### src/sv/fasmd_pkg.sv
// ----------------------------------------------------------------------------
// fasmd_pkg
// Shared types, operation codes and helper functions of the binary32
// add / subtract / multiply / divide pipeline.
// ----------------------------------------------------------------------------
package fasmd_pkg;

    localparam logic [1:0] OP_ADD = 2'd0;
    localparam logic [1:0] OP_SUB = 2'd1;
    localparam logic [1:0] OP_MUL = 2'd2;
    localparam logic [1:0] OP_DIV = 2'd3;

    localparam logic [31:0] QNAN_BITS = 32'h7fc0_0000;
    localparam logic [31:0] SIGN_BIT  = 32'h8000_0000;
    localparam logic [30:0] INF_MAG   = 31'h7f80_0000;

    // quotient bits produced by the restoring divider, one per stage
    localparam int DIV_BITS = 28;

    // front end and divider record
    typedef struct packed {
        logic               valid;
        logic [1:0]         op;
        logic               spec;
        logic [31:0]        spec_bits;
        logic               status;
        logic               sign;
        logic               sign_b;
        logic [7:0]         exa;
        logic [7:0]         exb;
        logic [4:0]         lza;
        logic [4:0]         lzb;
        logic [26:0]        ma;
        logic [26:0]        mb;
        logic [24:0]        rem;
        logic [47:0]        prod;
        logic signed [10:0] exp;
        logic [27:0]        mant;
    } pipe_t;

    // unrounded result: value = mant * 2^(exp - 154), sticky folded into bit 0
    typedef struct packed {
        logic               valid;
        logic               spec;
        logic [31:0]        spec_bits;
        logic               status;
        logic               sign;
        logic signed [10:0] exp;
        logic [27:0]        mant;
    } norm_t;

    function automatic logic [4:0] clz28(input logic [27:0] v);
        logic [4:0] n;
        n = '0;
        for (int i = 0; i < 28; i++) begin
            if (v[i]) begin
                n = 5'(27 - i);
            end
        end
        return n;
    endfunction

    // one restoring division step
    function automatic pipe_t div_step(input pipe_t p);
        pipe_t      r;
        logic       ge;
        logic [24:0] diff;
        r = p;
        if (p.op == OP_DIV && !p.spec) begin
            ge = (p.rem >= {1'b0, p.mb[23:0]});
            diff = ge ? (p.rem - {1'b0, p.mb[23:0]}) : p.rem;
            r.rem = {diff[23:0], 1'b0};
            r.mant = {p.mant[26:0], ge};
        end
        return r;
    endfunction

endpackage

### src/sv/fasmd_round.sv
// ----------------------------------------------------------------------------
// fasmd_round
// Normalize, denormalize and round-to-nearest-even of an unrounded result,
// three register stages, last stage is the output register.
// ----------------------------------------------------------------------------
module fasmd_round (
    input  logic             aclk,
    input  logic             aresetn,
    input  logic             en,
    input  fasmd_pkg::norm_t in_d,
    output logic             out_valid,
    output logic [31:0]      out_bits,
    output logic             out_status
);

    fasmd_pkg::norm_t n1_reg, n1_next;
    logic [4:0]       lsh_reg, lsh_next;
    logic [4:0]       rsh_reg, rsh_next;
    fasmd_pkg::norm_t n2_reg, n2_next;
    logic             valid_reg;
    logic [31:0]      bits_reg, bits_next;
    logic             status_reg, status_next;

    logic [4:0]         lz;
    logic signed [10:0] ediff;
    logic signed [10:0] rneed;
    logic               sticky;
    logic [9:0]         ef;
    logic               inc;
    logic [32:0]        packed_v;

    // stage 1: leading zero count and shift amounts
    always_comb begin
        n1_next = in_d;
        lz = fasmd_pkg::clz28(in_d.mant);
        ediff = in_d.exp - signed'({6'b0, lz});
        rneed = 11'sd1 - in_d.exp;
        lsh_next = '0;
        rsh_next = '0;
        if (ediff >= 11'sd1) begin
            lsh_next = lz;
            n1_next.exp = ediff;
        end else if (in_d.exp >= 11'sd1) begin
            lsh_next = 5'(in_d.exp - 11'sd1);
            n1_next.exp = 11'sd1;
        end else begin
            rsh_next = (rneed > 11'sd31) ? 5'd31 : 5'(rneed);
            n1_next.exp = 11'sd1;
        end
    end

    // stage 2: shift, right shift keeps a sticky bit
    always_comb begin
        n2_next = n1_reg;
        sticky = |(n1_reg.mant & ~({28{1'b1}} << rsh_reg));
        if (rsh_reg != 5'd0) begin
            n2_next.mant = (n1_reg.mant >> rsh_reg) | {27'b0, sticky};
        end else begin
            n2_next.mant = n1_reg.mant << lsh_reg;
        end
    end

    // stage 3: round, carry may ripple into the exponent field
    always_comb begin
        ef = n2_reg.mant[27] ? n2_reg.exp[9:0] : 10'd0;
        inc = n2_reg.mant[3] & ((|n2_reg.mant[2:0]) | n2_reg.mant[4]);
        packed_v = {ef, n2_reg.mant[26:4]} + {32'b0, inc};
        status_next = n2_reg.spec & n2_reg.status;
        if (n2_reg.spec) begin
            bits_next = n2_reg.spec_bits;
        end else if (packed_v[32:23] >= 10'd255) begin
            bits_next = {n2_reg.sign, fasmd_pkg::INF_MAG};
        end else begin
            bits_next = {n2_reg.sign, packed_v[30:0]};
        end
    end

    always_ff @(posedge aclk) begin
        if (!aresetn) begin
            n1_reg.valid <= 1'b0;
            n2_reg.valid <= 1'b0;
            valid_reg <= 1'b0;
        end else if (en) begin
            n1_reg <= n1_next;
            n2_reg <= n2_next;
            valid_reg <= n2_reg.valid;
        end
    end

    always_ff @(posedge aclk) begin
        if (en) begin
            lsh_reg <= lsh_next;
            rsh_reg <= rsh_next;
            bits_reg <= bits_next;
            status_reg <= status_next;
        end
    end

    assign out_valid = valid_reg;
    assign out_bits = bits_reg;
    assign out_status = status_reg;

endmodule

### config.mk
export PLATFORM = sky130hd
export DESIGN_NAME = fasmd_round
export DESIGN_NICKNAME = d
export VERILOG_FILES = /design/src/sv/fasmd_pkg.sv /design/src/sv/fasmd_round.sv
export SDC_FILE = /design/constraint.sdc
export NUM_CORES = 1
export LEC_CHECK = 0
export ABC_AREA = 0
export BUFFER_PORTS_ARGS = -buffer_cell sky130_fd_sc_hd__buf_2
export CORE_UTILIZATION = 50
export DETAILED_ROUTE_END_ITERATION = 10
export PLACE_DENSITY = 0.69
export SLEW_MARGIN = 30
export SYNTH_ARGS = -nofsm -noshare
export SYNTH_HDL_FRONTEND = slang
export SYNTH_SLANG_ARGS = --single-unit
### constraint.sdc
create_clock -name aclk -period 6 [get_ports aclk]
set_input_delay 1.2 -clock aclk [delete_from_list [all_inputs] [get_ports aclk]]
set_output_delay 1.2 -clock aclk [all_outputs]
set_load 0.01 [all_outputs]
# Word-level counts from Yosys, hierarchy flattened
# Cells that the tools add are included.
# totals
reg_bits,192
inputBits,78
output_inout_bits,34
elab_cells,76
# classes
n_addsub,4
magnitude_cmp,4
shifts,3
n_mux,35
bitwise_logic,6
n_reduce_logical,5
# op_table
cell,n
$mux 5,31
$add 33x1->33,1
$mux 32,1
$mux 31,1
$and 28x28->28,1
$mux 28,1
$not 28->28,1
$or 28x1->28,1
$reduce_or 28->1,1
$shl 28x5->28,1
$shl 28x5->28 const A,1
$shr 28x5->28,1
$ge 11x2->1 const B,2
$gt 11x6->1 const B,1
$sub 11x6->11,1
$sub 2x11->11 const A,1
$ge 10x8->1 const B,1
$mux 10,1
$reduce_bool 5->1,1
$sub 5x2->5 const B,1
$reduce_or 3->1,1
$and 1x1->1,2
$reduce_and 2->1,1
$reduce_or 2->1,1
$or 1x1->1,1

# Logic depth before layout (Yosys ltp)
# Gate-level depths: netlist of the first run.
# depth
depth_word,31
ltp_mapped,16
depth_no_buf,15

# Worst setup path before layout of the first run
# No wires, ideal clock.
# synth_path
kind,input to register
startpoint,input port en
endpoint,register n1_reg[0] in the netlist's numbering (enable)
arrival_time_ns,4.534
t_required_ns,5.478
slack_ns,0.944
path_stages,1
n_path_buf,0
path_cell_list,and2_1
# synth_between
elab_chain_cells,1
# synth_rtl
element,line_no,text
"start, declared",fasmd_round.sv:9,"input logic en,"
$reduce_and 2->1 (no source line),-,
"end signal, assigned",fasmd_round.sv:84,n1_reg <= n1_next;
"end, declared",fasmd_round.sv:16,"fasmd_pkg::norm_t n1_reg, n1_next;"
# No other way between the ends.
# A chain may end at the register's enable or synchronous reset.

# Final worst setup path of the first run
# layout_path
startpoint,input port in_d[4] in the netlist's numbering
endpoint,register lsh_reg[1] (data pin)
# layout_between
elab_chain_cells,27
# layout_rtl
element,line_no,text
"start, declared",fasmd_round.sv:10,"input fasmd_pkg::norm_t in_d,"
$mux 5 (*) (24 in series),fasmd_pkg.sv:56,if (v[i]) begin
$sub 11x6->11,fasmd_round.sv:36,"ediff = in_d.exp - signed'({6'b0, lz});"
$ge 11x2->1,fasmd_round.sv:40,if (ediff >= 11'sd1) begin
$mux 5 (*),fasmd_round.sv:40,
net lsh_next[1],fasmd_round.sv:17,"logic [4:0] lsh_reg, lsh_next;"
"end signal, assigned",fasmd_round.sv:92,lsh_reg <= lsh_next;
"end, declared",fasmd_round.sv:17,
# Mark *: on every way through the listed nets, which the timed path passes. The rest lies on a longest branch.

==> metrics.txt, run 1 <==
# TYPE chip_impl_metric gauge
chip_impl_info{name="outcome",value="finished clean"} 1
chip_impl_metric{name="routed_wire_length_per_instance",unit="µm"} 19.7
chip_impl_metric{name="syn-instance-count",unit=""} 964
chip_impl_metric{name="synth_enable_flop_cells",unit=""} 189
chip_impl_info{name="clockRootBuffer",value="clkbuf_16"} 1
chip_impl_info{name="min_to",value="n2_reg[37]$_DFFE_PP_"} 1
chip_impl_metric{name="timing.max_slew.rel_slack",unit="%"} 41.3
chip_impl_metric{name="number_of_cell_instances_on_the_worst_register_to_register_path",unit=""} 10
chip_impl_metric{name="max_cap_violations",unit=""} 0
chip_impl_metric{name="num_io_pins",unit=""} 112
chip_impl_info{name="reg2reg_to",value="out_bits[2]$_DFFE_PP_"} 1
chip_impl_metric{name="drt.antenna.violating_nets",unit=""} 0
chip_impl_metric{name="antenna_cells",unit=""} 0
chip_impl_metric{name="cts_hold_buf",unit=""} 0
chip_impl_metric{name="worstMarginPinSlew",unit="ns"} 0.880
chip_impl_metric{name="grt_start_max_net_pins",unit=""} 78
chip_impl_info{name="cts_tree",value="done"} 1
chip_impl_metric{name="nNetsFinal",unit=""} 1143
chip_impl_info{name="critical_path.endpoint_type",value="flop"} 1
chip_impl_metric{name="post-cts-setup-buffer-count",unit=""} 0
chip_impl_metric{name="chipHeight",unit="µm"} 151
chip_impl_metric{name="power_density",unit="mW/mm²"} 263
chip_impl_info{name="kind_of_launch_point_of_the_worst_setup_path",value="primary input"} 1
chip_impl_metric{name="cts_made_buffers",unit=""} 17
chip_impl_metric{name="clock_sink_count",unit=""} 192
chip_impl_info{name="synthFlopType",value="edfxtp_1"} 1
chip_impl_metric{name="fp.dieArea",unit="mm²"} 0.0228
chip_impl_metric{name="final_core_util",unit="%"} 57.2
chip_impl_metric{name="clock.fmax",unit="MHz"} 212
chip_impl_info{name="timing_worst_setup_path_type",value="primary input to flop"} 1
chip_impl_metric{name="synth.distinct_cells",unit=""} 73
chip_impl_metric{name="drcViolationCount",unit=""} 0
chip_impl_metric{name="clock_tree.buffer_depth",unit=""} 2
chip_impl_metric{name="synth-seq-cells",unit=""} 192
chip_impl_metric{name="core_ar",unit="mm²"} 0.0218
chip_impl_info{name="final_common_cell",value="edfxtp_1"} 1
chip_impl_metric{name="grt_pass1_wl",unit="µm"} 41300
chip_impl_metric{name="cp_data_required_time",unit="ns"} 6.19
chip_impl_metric{name="dr_total_vias",unit=""} 8203
chip_impl_info{name="rsz0062_at_grt",value="no"} 1
chip_impl_metric{name="cellLeakagePower",unit="nW"} 4.54
chip_impl_metric{name="final-max-slew-violation-count",unit=""} 0
chip_impl_metric{name="final_min_period_over_clock_period",unit="%"} 78.8
chip_impl_metric{name="seq_total_area_yosys",unit="%"} 51.7
chip_impl_metric{name="drt_first_iter_violations",unit=""} 835
chip_impl_metric{name="filler_cell_count",unit=""} 1838
chip_impl_metric{name="flop_to_flop_setup_slack",unit="ns"} 2.50
chip_impl_metric{name="clkLatencyLatePin",unit="ns"} 0.45
chip_impl_metric{name="final-hold-violation-count",unit=""} 0
chip_impl_metric{name="place_hpwl",unit="µm"} 19300
chip_impl_metric{name="area_overhead_of_the_layout_relative_to_synthesis",unit="%"} 12.3
chip_impl_metric{name="io_buffers",unit=""} 111
chip_impl_metric{name="final_layout_size_suffix_gt1_share",unit="%"} 22.3
chip_impl_metric{name="globalRouteTotalUtil",unit="%"} 24.0
chip_impl_metric{name="vias_per_cell",unit=""} 6.09
chip_impl_info{name="worstHoldStart",value="n1_reg[37]$_SDFFCE_PN0P_"} 1
chip_impl_metric{name="grt_antenna_before_repair",unit=""} 0
chip_impl_metric{name="synthesis.nets",unit=""} 1053
chip_impl_metric{name="post_cts.resized_instances",unit=""} 0
chip_impl_info{name="worst_hold_path_type",value="flop to flop"} 1
chip_impl_metric{name="maximum_fanout_count_along_the_critical_path",unit=""} 7
chip_impl_metric{name="cp.arrival",unit="ns"} 4.92
chip_impl_metric{name="placementRows",unit=""} 54
chip_impl_metric{name="setup_viol",unit=""} 0
chip_impl_metric{name="postSynthAreaPerCell",unit="µm²"} 11.5
chip_impl_metric{name="worst_setup_hold_path_clk_slew",unit="ns"} 0.06
chip_impl_metric{name="syn-cell-area",unit="mm²"} 0.0111
chip_impl_metric{name="synth_warnings",unit=""} 0
chip_impl_metric{name="fin_skew",unit="ns"} 0.0215
chip_impl_info{name="crit-reg2reg-launch",value="n2_reg[4]$_DFFE_PP_"} 1
chip_impl_metric{name="final_min_period",unit="ns"} 4.73
chip_impl_metric{name="fraction_of_synthesis_flops_using_an_asynchronous_set_or_reset_pin",unit="%"} 0
chip_impl_metric{name="first_global_vias",unit=""} 7626
chip_impl_metric{name="setup_total_negative_slack",unit="ns"} 0
chip_impl_metric{name="hold_depth",unit=""} 0
chip_impl_metric{name="worst_ir_drop_vdd",unit="V"} 0.000164
chip_impl_metric{name="global_route_overflow",unit=""} 0
chip_impl_metric{name="floorplan.initialDensity",unit="%"} 50.9
chip_impl_metric{name="cts_htree_levels",unit=""} 4
chip_impl_metric{name="final_weighted_congestion_in_routability_driven_placement",unit=""} 0.956
chip_impl_metric{name="chipWidth",unit="µm"} 151
chip_impl_info{name="most-common-layout-cells",value="189 x edfxtp_1, 111 x buf_2, 102 x nand2_1"} 1
chip_impl_metric{name="first_pass_iters",unit=""} 6
chip_impl_metric{name="routed_wirelength",unit="µm"} 26500
## synth_stat cells, types with 8 or more instances
cell | n | share of area, %
o22ai_1 | 18 | 1.0
o21ai_0 | 35 | 1.6
a21oi_1 | 52 | 2.3
nand2_1 | 102 | 3.5
xor2_1 | 21 | 1.7
buf_1 | 12 | 0.41
nand4_1 | 15 | 0.85
mux4_2 | 29 | 5.9
edfxtp_1 | 189 | 51
and2_1 | 8 | 0.45
clkbuf_1 | 39 | 1.3
xnor2_1 | 18 | 1.4
o21ai_2 | 20 | 1.6
nor2b_1 | 24 | 1.4
mux2_2 | 12 | 1.2
nor4_1 | 15 | 0.85
nor3_1 | 15 | 0.68
inv_1 | 23 | 0.78
nor2_1 | 73 | 2.5
mux2i_1 | 69 | 6.2
nand3_1 | 21 | 0.95
a211oi_1 | 14 | 0.95
ha_1 | 10 | 1.1
o21a_1 | 11 | 0.75
nand2b_1 | 8 | 0.45
## worst max-delay path by stage
stage	slack [ns]	endpoint	from	depth (start not counted)
after CTS	1.28	lsh_reg[1]$_DFFE_PP_	in_d[4]	18
after global placement	0.98	lsh_reg[1]$_DFFE_PP_	in_d[1]	18
final	1.27	lsh_reg[1]$_DFFE_PP_	in_d[4]	18
after floorplan	0.94	n1_reg[0]$_DFFE_PP_	en	1
after detailed placement	0.83	lsh_reg[1]$_DFFE_PP_	in_d[4]	18
after global routing	0.88	lsh_reg[1]$_DFFE_PP_	in_d[4]	18
## cell families after synthesis
logic type / Yosys count / share of synthesized area (%)
AOI/OAI and AO/OA: 217 / 13.6
xor gates and xnor gates: 39 / 3.08
adders and majority gates: 11 / 1.31
buffers and inverters: 82 / 3.19
DFF: 192 / 51.7
muxes: 110 / 13.3
and+or+nand+nor: 313 / 13.7
## worst max-delay path, stage by stage
cell and delay (ns):
buf_2 0.12, nor2_1 0.14, o31ai_1 0.09, a211oi_1 0.29, o31ai_1 0.10, a2111oi_0 0.52, a2111oi_0 0.15, buf_4 0.18
inv_1 0.06, ha_1 0.22, nor2b_1 0.14, o21a_1 0.17, o21ai_0 0.39, o311ai_0 0.22, a41oi_1 0.44, buf_4 0.25
nor3_1 0.07, a21o_1 0.16
## final cells by class
| cell class | instances | area, µm² | area share, % |
|---|---|---|---|
| flip-flops and latches | 192 | 5740 | 46.1 |
| multi-input cells | 690 | 5000 | 40.2 |
| repair buffers | 129 | 716 | 5.75 |
| clock buffers | 18 | 429 | 3.45 |
| well taps | 280 | 350 | 2.82 |
| clock inverters | 14 | 126 | 1.02 |
| inverters | 24 | 90.1 | 0.724 |
## power by group
group / internal [mW] / switching [mW] / total [mW]
Combinational: 0.236 / 0.344 / 0.581
Clock: 0.545 / 0.527 / 1.07
Sequential: 1.56 / 0.0564 / 1.62
## per-stage QoR
stage | hold WS [ns] | setup WS (ns) | area, µm² | power (mW) | std cells
2_1_floorplan | 0.400 | 0.944 | 11100 | 2.03 | 964
3_3_place_gp | 0.400 | 0.979 | 11900 | 2.21 | 1314
3_5_place_dp | 0.405 | 0.833 | 11900 | 2.22 | 1314
4_1_cts | 0.421 | 1.28 | 12400 | 3.29 | 1346
5_1_grt | 0.424 | 0.884 | 12400 | 3.40 | 1347
6_report | 0.421 | 1.27 | 12400 | 3.27 | 1347
## layer usage
| metal | global-route usage [%] | routed length [µm] | vias to the layer above | share of wire (%) |
|---|---|---|---|---|
| li1 | - | - | 3879 | - |
| met1 | 32.4 | 11500 | 3972 | 43 |
| met2 | 38.4 | 12700 | 312 | 48 |
| met3 | 4.22 | 1690 | 40 | 6.4 |
| met4 | 9.55 | 701 | 0 | 2.6 |
| met5 | 0 | 0 | - | 0 |
Note: power is estimated with default switching activity, not from simulation.
==> run 2, diff against run 1 <==
--- a/config.mk
+++ b/config.mk
@@ -9,7 +9,7 @@
 export BUFFER_PORTS_ARGS = -buffer_cell sky130_fd_sc_hd__buf_2
 export CORE_UTILIZATION = 50
 export DETAILED_ROUTE_END_ITERATION = 10
-export PLACE_DENSITY = 0.69
+export PLACE_DENSITY = 0.72
 export SLEW_MARGIN = 30
 export SYNTH_ARGS = -nofsm -noshare
 export SYNTH_HDL_FRONTEND = slang
==> constraint.sdc (replaced) <==
create_clock -name aclk -period 3.8 [get_ports aclk]
set_input_delay 0.76 -clock aclk [delete_from_list [all_inputs] [get_ports aclk]]
set_output_delay 0.76 -clock aclk [all_outputs]
set_load 0.01 [all_outputs]
==> run 2 against run 1 <==
Design area increased by 3.7%. Total power increased by 61%. Final cell count increased by 3.4%. Highest routed layer unchanged. Sequential power increased by 60%. Flip-flop and latch count unchanged. Largest power group unchanged.
==> metrics.txt, run 2 (synthesis gave the netlist of run 1 again) <==
# TYPE chip_impl_metric gauge
chip_impl_metric{name="setup_viol",unit=""} 0
chip_impl_metric{name="clkLatencyLatePin",unit="ns"} 0.44
chip_impl_metric{name="timing.max_slew.rel_slack",unit="%"} 41.0
chip_impl_metric{name="core_ar",unit="mm²"} 0.0218
chip_impl_metric{name="place_hpwl",unit="µm"} 20200
chip_impl_info{name="highest_metal_used",value="met4"} 1
chip_impl_metric{name="first_pass_iters",unit=""} 5
chip_impl_info{name="crit_path_frequent_cell",value="a2111oi_2"} 1
chip_impl_metric{name="sum_of_internal_switching_and_leakage_power",unit="mW"} 5.28
chip_impl_metric{name="cp_data_required_time",unit="ns"} 4.00
chip_impl_metric{name="grt_start_max_net_pins",unit=""} 63
chip_impl_info{name="clockRootBuffer",value="clkbuf_16"} 1
chip_impl_metric{name="setup_ws",unit="ns"} 0.111
chip_impl_metric{name="clock_sink_count",unit=""} 192
chip_impl_metric{name="chipHeight",unit="µm"} 151
chip_impl_metric{name="final_min_period_over_clock_period",unit="%"} 97.1
chip_impl_metric{name="global_route_overflow",unit=""} 0
chip_impl_metric{name="place_ws",unit="ns"} -0.491
chip_impl_metric{name="globalRouteTotalUtil",unit="%"} 24.6
chip_impl_info{name="outcome",value="finished clean"} 1
chip_impl_metric{name="worstMarginPinSlew",unit="ns"} 0.883
chip_impl_metric{name="worst_setup_hold_path_clk_slew",unit="ns"} 0.08
chip_impl_metric{name="met1_length",unit="µm"} 11800
chip_impl_info{name="crit_path_cell_trace",value="buf_2, o31ai_1, a211oi_1, o31ai_2, a2111oi_2, a2111oi_2, inv_1, ha_1, nor2b_1, o21a_1, or3_1, a211oi_2, a41oi_2, buf_6, buf_4, mux2i_1"} 1
chip_impl_metric{name="maximum_fanout_count_along_the_critical_path",unit=""} 5
chip_impl_info{name="worst_hold_path_type",value="flop to flop"} 1
chip_impl_metric{name="first_global_vias",unit=""} 7883
chip_impl_metric{name="io_buffers",unit=""} 111
chip_impl_info{name="critical_path.endpoint_type",value="flop"} 1
chip_impl_metric{name="cellLeakagePower",unit="nW"} 4.77
chip_impl_metric{name="dr_total_vias",unit=""} 8382
chip_impl_metric{name="final-hold-violation-count",unit=""} 0
chip_impl_metric{name="vias_per_cell",unit=""} 6.02
chip_impl_metric{name="hold_depth",unit=""} 0
chip_impl_metric{name="antenna_cells",unit=""} 0
chip_impl_metric{name="layout.cells.non_filler",unit=""} 1393
chip_impl_metric{name="grt_antenna_before_repair",unit=""} 0
chip_impl_info{name="standard_cell_with_the_maximum_stage_delay_on_the_critical_path",value="a2111oi_2"} 1
chip_impl_metric{name="fp.dieArea",unit="mm²"} 0.0228
chip_impl_metric{name="placementRows",unit=""} 54
chip_impl_metric{name="num_io_pins",unit=""} 112
chip_impl_info{name="cts_tree",value="done"} 1
chip_impl_metric{name="nNetsFinal",unit=""} 1189
chip_impl_metric{name="floorplan.initialDensity",unit="%"} 50.9
chip_impl_metric{name="fin_skew",unit="ns"} 0.0132
chip_impl_metric{name="worst_ir_drop_vdd",unit="V"} 0.000229
chip_impl_metric{name="drcViolationCount",unit=""} 0
chip_impl_metric{name="power_density",unit="mW/mm²"} 410
chip_impl_metric{name="dp.cells",unit=""} 1359
chip_impl_info{name="timing_worst_setup_path_type",value="primary input to flop"} 1
chip_impl_metric{name="cts_htree_levels",unit=""} 4
chip_impl_metric{name="drt.antenna.violating_nets",unit=""} 0
chip_impl_metric{name="final-max-slew-violation-count",unit=""} 0
chip_impl_metric{name="clock.fmax",unit="MHz"} 271
chip_impl_metric{name="chipWidth",unit="µm"} 151
chip_impl_metric{name="final_min_period",unit="ns"} 3.69
chip_impl_metric{name="grt_pass1_wl",unit="µm"} 42300
chip_impl_metric{name="final_weighted_congestion_in_routability_driven_placement",unit=""} 0.993
chip_impl_metric{name="slowest_delay",unit="ns"} 0.34
chip_impl_metric{name="number_of_cell_instances_on_the_worst_register_to_register_path",unit=""} 10
chip_impl_metric{name="met3_length",unit="µm"} 1930
chip_impl_metric{name="final_core_util",unit="%"} 59.3
chip_impl_info{name="most-common-layout-cells",value="189 x edfxtp_1, 111 x buf_2, 102 x nand2_1"} 1
chip_impl_metric{name="routed_wire_length_per_instance",unit="µm"} 20.0
chip_impl_info{name="kind_of_launch_point_of_the_worst_setup_path",value="primary input"} 1
chip_impl_metric{name="met2RoutedLength",unit="µm"} 13300
chip_impl_metric{name="area_overhead_of_the_layout_relative_to_synthesis",unit="%"} 16.4
chip_impl_info{name="final_common_cell",value="edfxtp_1"} 1
chip_impl_metric{name="clock_tree.buffer_depth",unit=""} 2
chip_impl_metric{name="final_layout_size_suffix_gt1_share",unit="%"} 26.7
chip_impl_metric{name="routed_wirelength",unit="µm"} 27900
chip_impl_metric{name="cts_made_buffers",unit=""} 17
chip_impl_metric{name="max_cap_violations",unit=""} 0
chip_impl_metric{name="drt_first_iter_violations",unit=""} 869
chip_impl_metric{name="cp.arrival",unit="ns"} 3.88
run 2: cell count changes in the layout (fill, tap and decap cells not counted), moves of 2 or more:
cell        before  now
buf_4           16   58
a2111oi_0        7    3
a2111oi_2        0    3
inv_8            3    5
buf_6            0    2
inv_6            3    1
clkinvlp_4       3    5
run 2: final cells by class:
cell class,count,area (µm²)
clock buffer,17,425
clock inverter,15,149
fill,1768,8860
inverter,24,90.1
multi-input combinational,690,5060
sequential,192,5740
tap,280,350
timing repair buffer,175,1090
run 2: power breakdown:
| part | internal [mW] | switching (mW) |
|---|---|---|
| Combinational | 0.417 | 0.545 |
| Sequential | 2.47 | 0.115 |
| Clock | 0.871 | 0.864 |
run 2: final timing paths:
path                            slack, ns                     start                    end
worst max register to register       0.41       n2_reg[4]$_DFFE_PP_  out_bits[0]$_DFFE_PP_
worst min register to register       0.42  n1_reg[32]$_SDFFCE_PN0P_   n2_reg[32]$_DFFE_PP_
worst min-delay path                 0.42  n1_reg[32]$_SDFFCE_PN0P_   n2_reg[32]$_DFFE_PP_
worst max-delay path                 0.11                   in_d[3]   lsh_reg[3]$_DFFE_PP_
run 2: timing repair:
| action | CTS | global route |
|---|---|---|
| setup endpoints to repair | 5 | 14 |
| hold buffers | 0 | 0 |
| cloned | 0 | 1 |
| resized for setup | 1 | 17 |
| setup buffers | 0 | 1 |
| pin swaps | 0 | 10 |
run 2: layer usage:
| layer | global-route usage (%) | vias up |
|---|---|---|
| li1 | - | 3967 |
| met2 | 39.4 | 370 |
| met4 | 9.00 | 0 |
| met1 | 33.2 | 3987 |
| met3 | 4.73 | 58 |
| met5 | 0 | - |
run 2: critical path: cells and delay by family:
kind | cells | cell delay, ns
AO/OA/AOI/OAI | 8 | 1.72
buffers and inverters | 4 | 0.51
multiplexers | 1 | 0.11
adder cells (fa/ha/maj) | 1 | 0.28
AND/OR/NAND/NOR | 2 | 0.49
run 2: stage by stage:
stage	TNS (ns)	hold WS, ns	cell area (µm²)
after detailed placement	-5.98	0.405	12200
after global placement	-4.96	0.402	12200
final	0	0.419	12900
after global routing	-0.0777	0.425	12900
after floorplan	0	0.400	11100
after CTS	0	0.418	12800
==> run 3, diff against run 2 <==
--- a/config.mk
+++ b/config.mk
@@ -5,7 +5,7 @@
 export SDC_FILE = /design/constraint.sdc
 export NUM_CORES = 1
 export LEC_CHECK = 0
-export ABC_AREA = 0
+export ABC_AREA = 1
 export BUFFER_PORTS_ARGS = -buffer_cell sky130_fd_sc_hd__buf_2
 export CORE_UTILIZATION = 50
 export DETAILED_ROUTE_END_ITERATION = 10
==> constraint.sdc (replaced) <==
create_clock -name aclk -period 3.1 [get_ports aclk]
set_input_delay 0.62 -clock aclk [delete_from_list [all_inputs] [get_ports aclk]]
set_output_delay 0.62 -clock aclk [all_outputs]
set_load 0.01 [all_outputs]
==> run 3 against run 2 <==
The run now ends with setup timing left. Via count rose by 17%. Combinational power rose by 33%. Routed wire length rose by 11%. Critical path depth rose by 26. Final cell count rose by 29%. First-iteration DRC count fell by 0.35%. Clock power rose by 24%. Clock-buffer cell count rose by 2. Sequential power rose by 20%. Design area rose by 8.6%. Largest cell class unchanged. Highest routed layer unchanged.
==> metrics.txt, run 3 <==
# TYPE chip_impl_metric gauge
chip_impl_metric{name="dr_total_vias",unit=""} 9818
chip_impl_metric{name="io_buffers",unit=""} 111
chip_impl_metric{name="place_ws",unit="ns"} -1.31
chip_impl_metric{name="layout.cells.non_filler",unit=""} 1795
chip_impl_metric{name="worstMarginPinSlew",unit="ns"} 0.721
chip_impl_metric{name="setup_ws",unit="ns"} -0.731
chip_impl_metric{name="final-hold-violation-count",unit=""} 0
chip_impl_metric{name="fp.dieArea",unit="mm²"} 0.0227
chip_impl_info{name="critical_path.endpoint_type",value="flop"} 1
chip_impl_metric{name="grt_pass1_wl",unit="µm"} 47600
chip_impl_metric{name="synth.distinct_cells",unit=""} 51
chip_impl_metric{name="final_layout_size_suffix_gt1_share",unit="%"} 26.3
chip_impl_info{name="outcome",value="finished with violations"} 1
chip_impl_metric{name="max_cap_violations",unit=""} 0
chip_impl_metric{name="drt_first_iter_violations",unit=""} 866
chip_impl_info{name="kind_of_launch_point_of_the_worst_setup_path",value="primary input"} 1
chip_impl_metric{name="clock.fmax",unit="MHz"} 261
chip_impl_metric{name="fin_skew",unit="ns"} 0.0221
chip_impl_metric{name="final_min_period_over_clock_period",unit="%"} 124
chip_impl_metric{name="core_ar",unit="mm²"} 0.0214
chip_impl_metric{name="routed_wirelength",unit="µm"} 31000
chip_impl_metric{name="drt.antenna.violating_nets",unit=""} 0
chip_impl_metric{name="clkLatencyLatePin",unit="ns"} 0.45
chip_impl_metric{name="chipWidth",unit="µm"} 151
chip_impl_metric{name="num_io_pins",unit=""} 112
chip_impl_metric{name="slowest_delay",unit="ns"} 0.39
chip_impl_metric{name="cp_data_required_time",unit="ns"} 3.29
chip_impl_metric{name="cellLeakagePower",unit="nW"} 5.87
chip_impl_metric{name="syn-instance-count",unit=""} 1265
chip_impl_metric{name="drcViolationCount",unit=""} 0
chip_impl_metric{name="clock_tree.buffer_depth",unit=""} 2
chip_impl_metric{name="worst_ir_drop_vdd",unit="V"} 0.000271
chip_impl_metric{name="setup_viol",unit=""} 27
chip_impl_metric{name="global_route_overflow",unit=""} 0
chip_impl_metric{name="syn-cell-area",unit="mm²"} 0.0110
chip_impl_metric{name="routed_wire_length_per_instance",unit="µm"} 17.3
chip_impl_metric{name="grt_antenna_before_repair",unit=""} 0
chip_impl_metric{name="stdcell_area",unit="mm²"} 0.0140
chip_impl_metric{name="place_hpwl",unit="µm"} 22800
chip_impl_metric{name="sum_of_internal_switching_and_leakage_power",unit="mW"} 6.54
chip_impl_metric{name="filler_cell_count",unit=""} 1745
chip_impl_info{name="standard_cell_with_the_maximum_stage_delay_on_the_critical_path",value="fa_2"} 1
chip_impl_metric{name="antenna_cells",unit=""} 0
chip_impl_metric{name="first_global_vias",unit=""} 9335
chip_impl_metric{name="area_overhead_of_the_layout_relative_to_synthesis",unit="%"} 27.0
chip_impl_info{name="crit_path_frequent_cell",value="nand2_1"} 1
chip_impl_metric{name="fraction_of_synthesis_flops_using_an_asynchronous_set_or_reset_pin",unit="%"} 0
chip_impl_metric{name="post-synth-top-area-fraction",unit="%"} 51.5
chip_impl_metric{name="final-max-slew-violation-count",unit=""} 0
chip_impl_info{name="worst_hold_path_type",value="primary input to flop"} 1
chip_impl_info{name="synthFlopType",value="edfxtp_1"} 1
chip_impl_info{name="post_synth_most_frequent_cells",value="328 x nand2_1, 189 x edfxtp_1, 160 x o21ai_0, 136 x inv_1, 107 x nor2_1"} 1
chip_impl_metric{name="globalRouteTotalUtil",unit="%"} 27.7
chip_impl_metric{name="grt_start_max_net_pins",unit=""} 119
chip_impl_metric{name="seq_total_area_yosys",unit="%"} 52.0
chip_impl_metric{name="cp.arrival",unit="ns"} 4.02
chip_impl_metric{name="placementRows",unit=""} 53
chip_impl_metric{name="synth_warnings",unit=""} 0
chip_impl_info{name="rsz0062_at_grt",value="yes"} 1
chip_impl_info{name="failed_checks",value="setup timing"} 1
chip_impl_metric{name="final_min_period",unit="ns"} 3.83
chip_impl_metric{name="chipHeight",unit="µm"} 151
chip_impl_metric{name="nNetsFinal",unit=""} 1596
chip_impl_metric{name="placement.cell_area",unit="mm²"} 0.0127
chip_impl_metric{name="multi_input_comb_area",unit="mm²"} 0.00488
chip_impl_metric{name="clock_sink_count",unit=""} 192
chip_impl_metric{name="final_weighted_congestion_in_routability_driven_placement",unit=""} 0.983
chip_impl_info{name="netlist_top_cells_area",value="edfxtp_1 51%, nand2_1 11%, o21ai_0 7.3%"} 1
chip_impl_metric{name="synth-seq-cells",unit=""} 192
chip_impl_metric{name="power_density",unit="mW/mm²"} 467
chip_impl_metric{name="synth_enable_flop_cells",unit=""} 189
chip_impl_info{name="synth_top_cell_by_area",value="edfxtp_1"} 1
chip_impl_info{name="timing_worst_setup_path_type",value="primary input to flop"} 1
chip_impl_metric{name="cts_hold_buf",unit=""} 0
chip_impl_info{name="cts_tree",value="done"} 1
chip_impl_metric{name="cts_htree_levels",unit=""} 4
chip_impl_metric{name="timing.max_slew.rel_slack",unit="%"} 51.7
chip_impl_metric{name="seqCellArea",unit="mm²"} 0.00574
chip_impl_metric{name="first_pass_iters",unit=""} 6
chip_impl_info{name="cell_with_the_most_instances_after_synthesis",value="nand2_1"} 1
chip_impl_info{name="most-common-layout-cells",value="317 x nand2_1, 189 x edfxtp_1, 156 x o21ai_0"} 1
chip_impl_metric{name="dp.cells",unit=""} 1721
chip_impl_metric{name="maximum_fanout_count_along_the_critical_path",unit=""} 4
chip_impl_metric{name="synthesis.nets",unit=""} 1354
chip_impl_info{name="final_common_cell",value="nand2_1"} 1
chip_impl_info{name="clockRootBuffer",value="clkbuf_16"} 1
chip_impl_metric{name="vias_per_cell",unit=""} 5.47
chip_impl_metric{name="cts_made_buffers",unit=""} 17
chip_impl_metric{name="worst_setup_hold_path_clk_slew",unit="ns"} 0.07
chip_impl_metric{name="postSynthAreaPerCell",unit="µm²"} 8.72
chip_impl_metric{name="floorplan.initialDensity",unit="%"} 51.6
## run 3: changes by cell type after synthesis, moves of 14 or more
cell and change:
a21oi_1 -22, inv_1 +113, mux2i_1 -41, mux4_2 -29, nand2_1 +226, nand3_1 +28, nor2_1 +34, nor2b_1 -24
o21ai_0 +125, xnor2_1 -14
## run 3: cell families after synthesis
kind of cell / Yosys count / synth area share (%)
compound gates: 278 / 15.2
xor+xnor: 24 / 1.91
fa+ha+maj: 11 / 1.32
buf+inv: 197 / 6.98
flops: 192 / 52.0
mux: 28 / 2.54
simple gates: 535 / 20.1
## run 3: critical path, delay by kind of cell
kind	cells	cell delay, ns
buf+inv	5	0.43
simple gates	31	1.67
compound gates	3	0.51
xor+xnor	1	0.19
fa+ha+maj	2	0.59
## run 3: final cells by class
cell class                 count  area share [%]
sequential                   192            40.9
inverter                     146            4.05
clock buffer                  19            3.09
multi-input combinational    876            34.8
tap                          275            2.46
timing repair inverter         2          0.0625
timing repair buffer         272            13.5
clock inverter                13            1.04
## run 3: worst paths after layout
check	endpoint	cells after the start	slack, ns	start
worst max-delay path	lsh_reg[0]$_DFFE_PP_	42	-0.73	in_d[2]
worst min-delay path	n1_reg[68]$_DFFE_PP_	1	0.35	in_d[68]
worst max register to register	out_bits[15]$_DFFE_PP_	20	-0.04	n2_reg[4]$_DFFE_PP_
worst min register to register	n2_reg[53]$_DFFE_PP_	0	0.42	n1_reg[53]$_DFFE_PP_
## run 3: metal layers
| metal | GRT usage, % | share of wire [%] | vias to the layer above |
|---|---|---|---|
| met3 | 4.24 | 5.4 | 77 |
| met2 | 46.2 | 48 | 392 |
| met1 | 35.0 | 42 | 4519 |
| met4 | 13.6 | 4.1 | 0 |
| met5 | 0 | 0 | - |
| li1 | - | - | 4830 |
## run 3: power by group
part           switching [mW]  internal [mW]
clock                    1.06           1.08
combinational           0.800          0.483
sequential             0.0881           3.03
total                    1.95           4.59
## run 3: repair_timing
item | 4_1_cts | 5_1_grt
gates resized for setup | 30 | 52
gates cloned | 2 | 1
hold endpoints to repair | 0 | 0
pin swaps | 14 | 19
setup buffers | 28 | 13
setup endpoints to repair | 23 | 51
## run 3: stage by stage
step | setup TNS (ns) | util (%) | hold slack (ns)
after floorplan | -30.86 | - | 0.400
after global placement | -22.95 | 59.7 | 0.402
after detailed placement | -24.34 | 59.7 | 0.405
after CTS | -12.29 | 63.9 | 0.339
after global routing | -24.79 | 65.6 | 0.336
final | -13.47 | 65.6 | 0.354
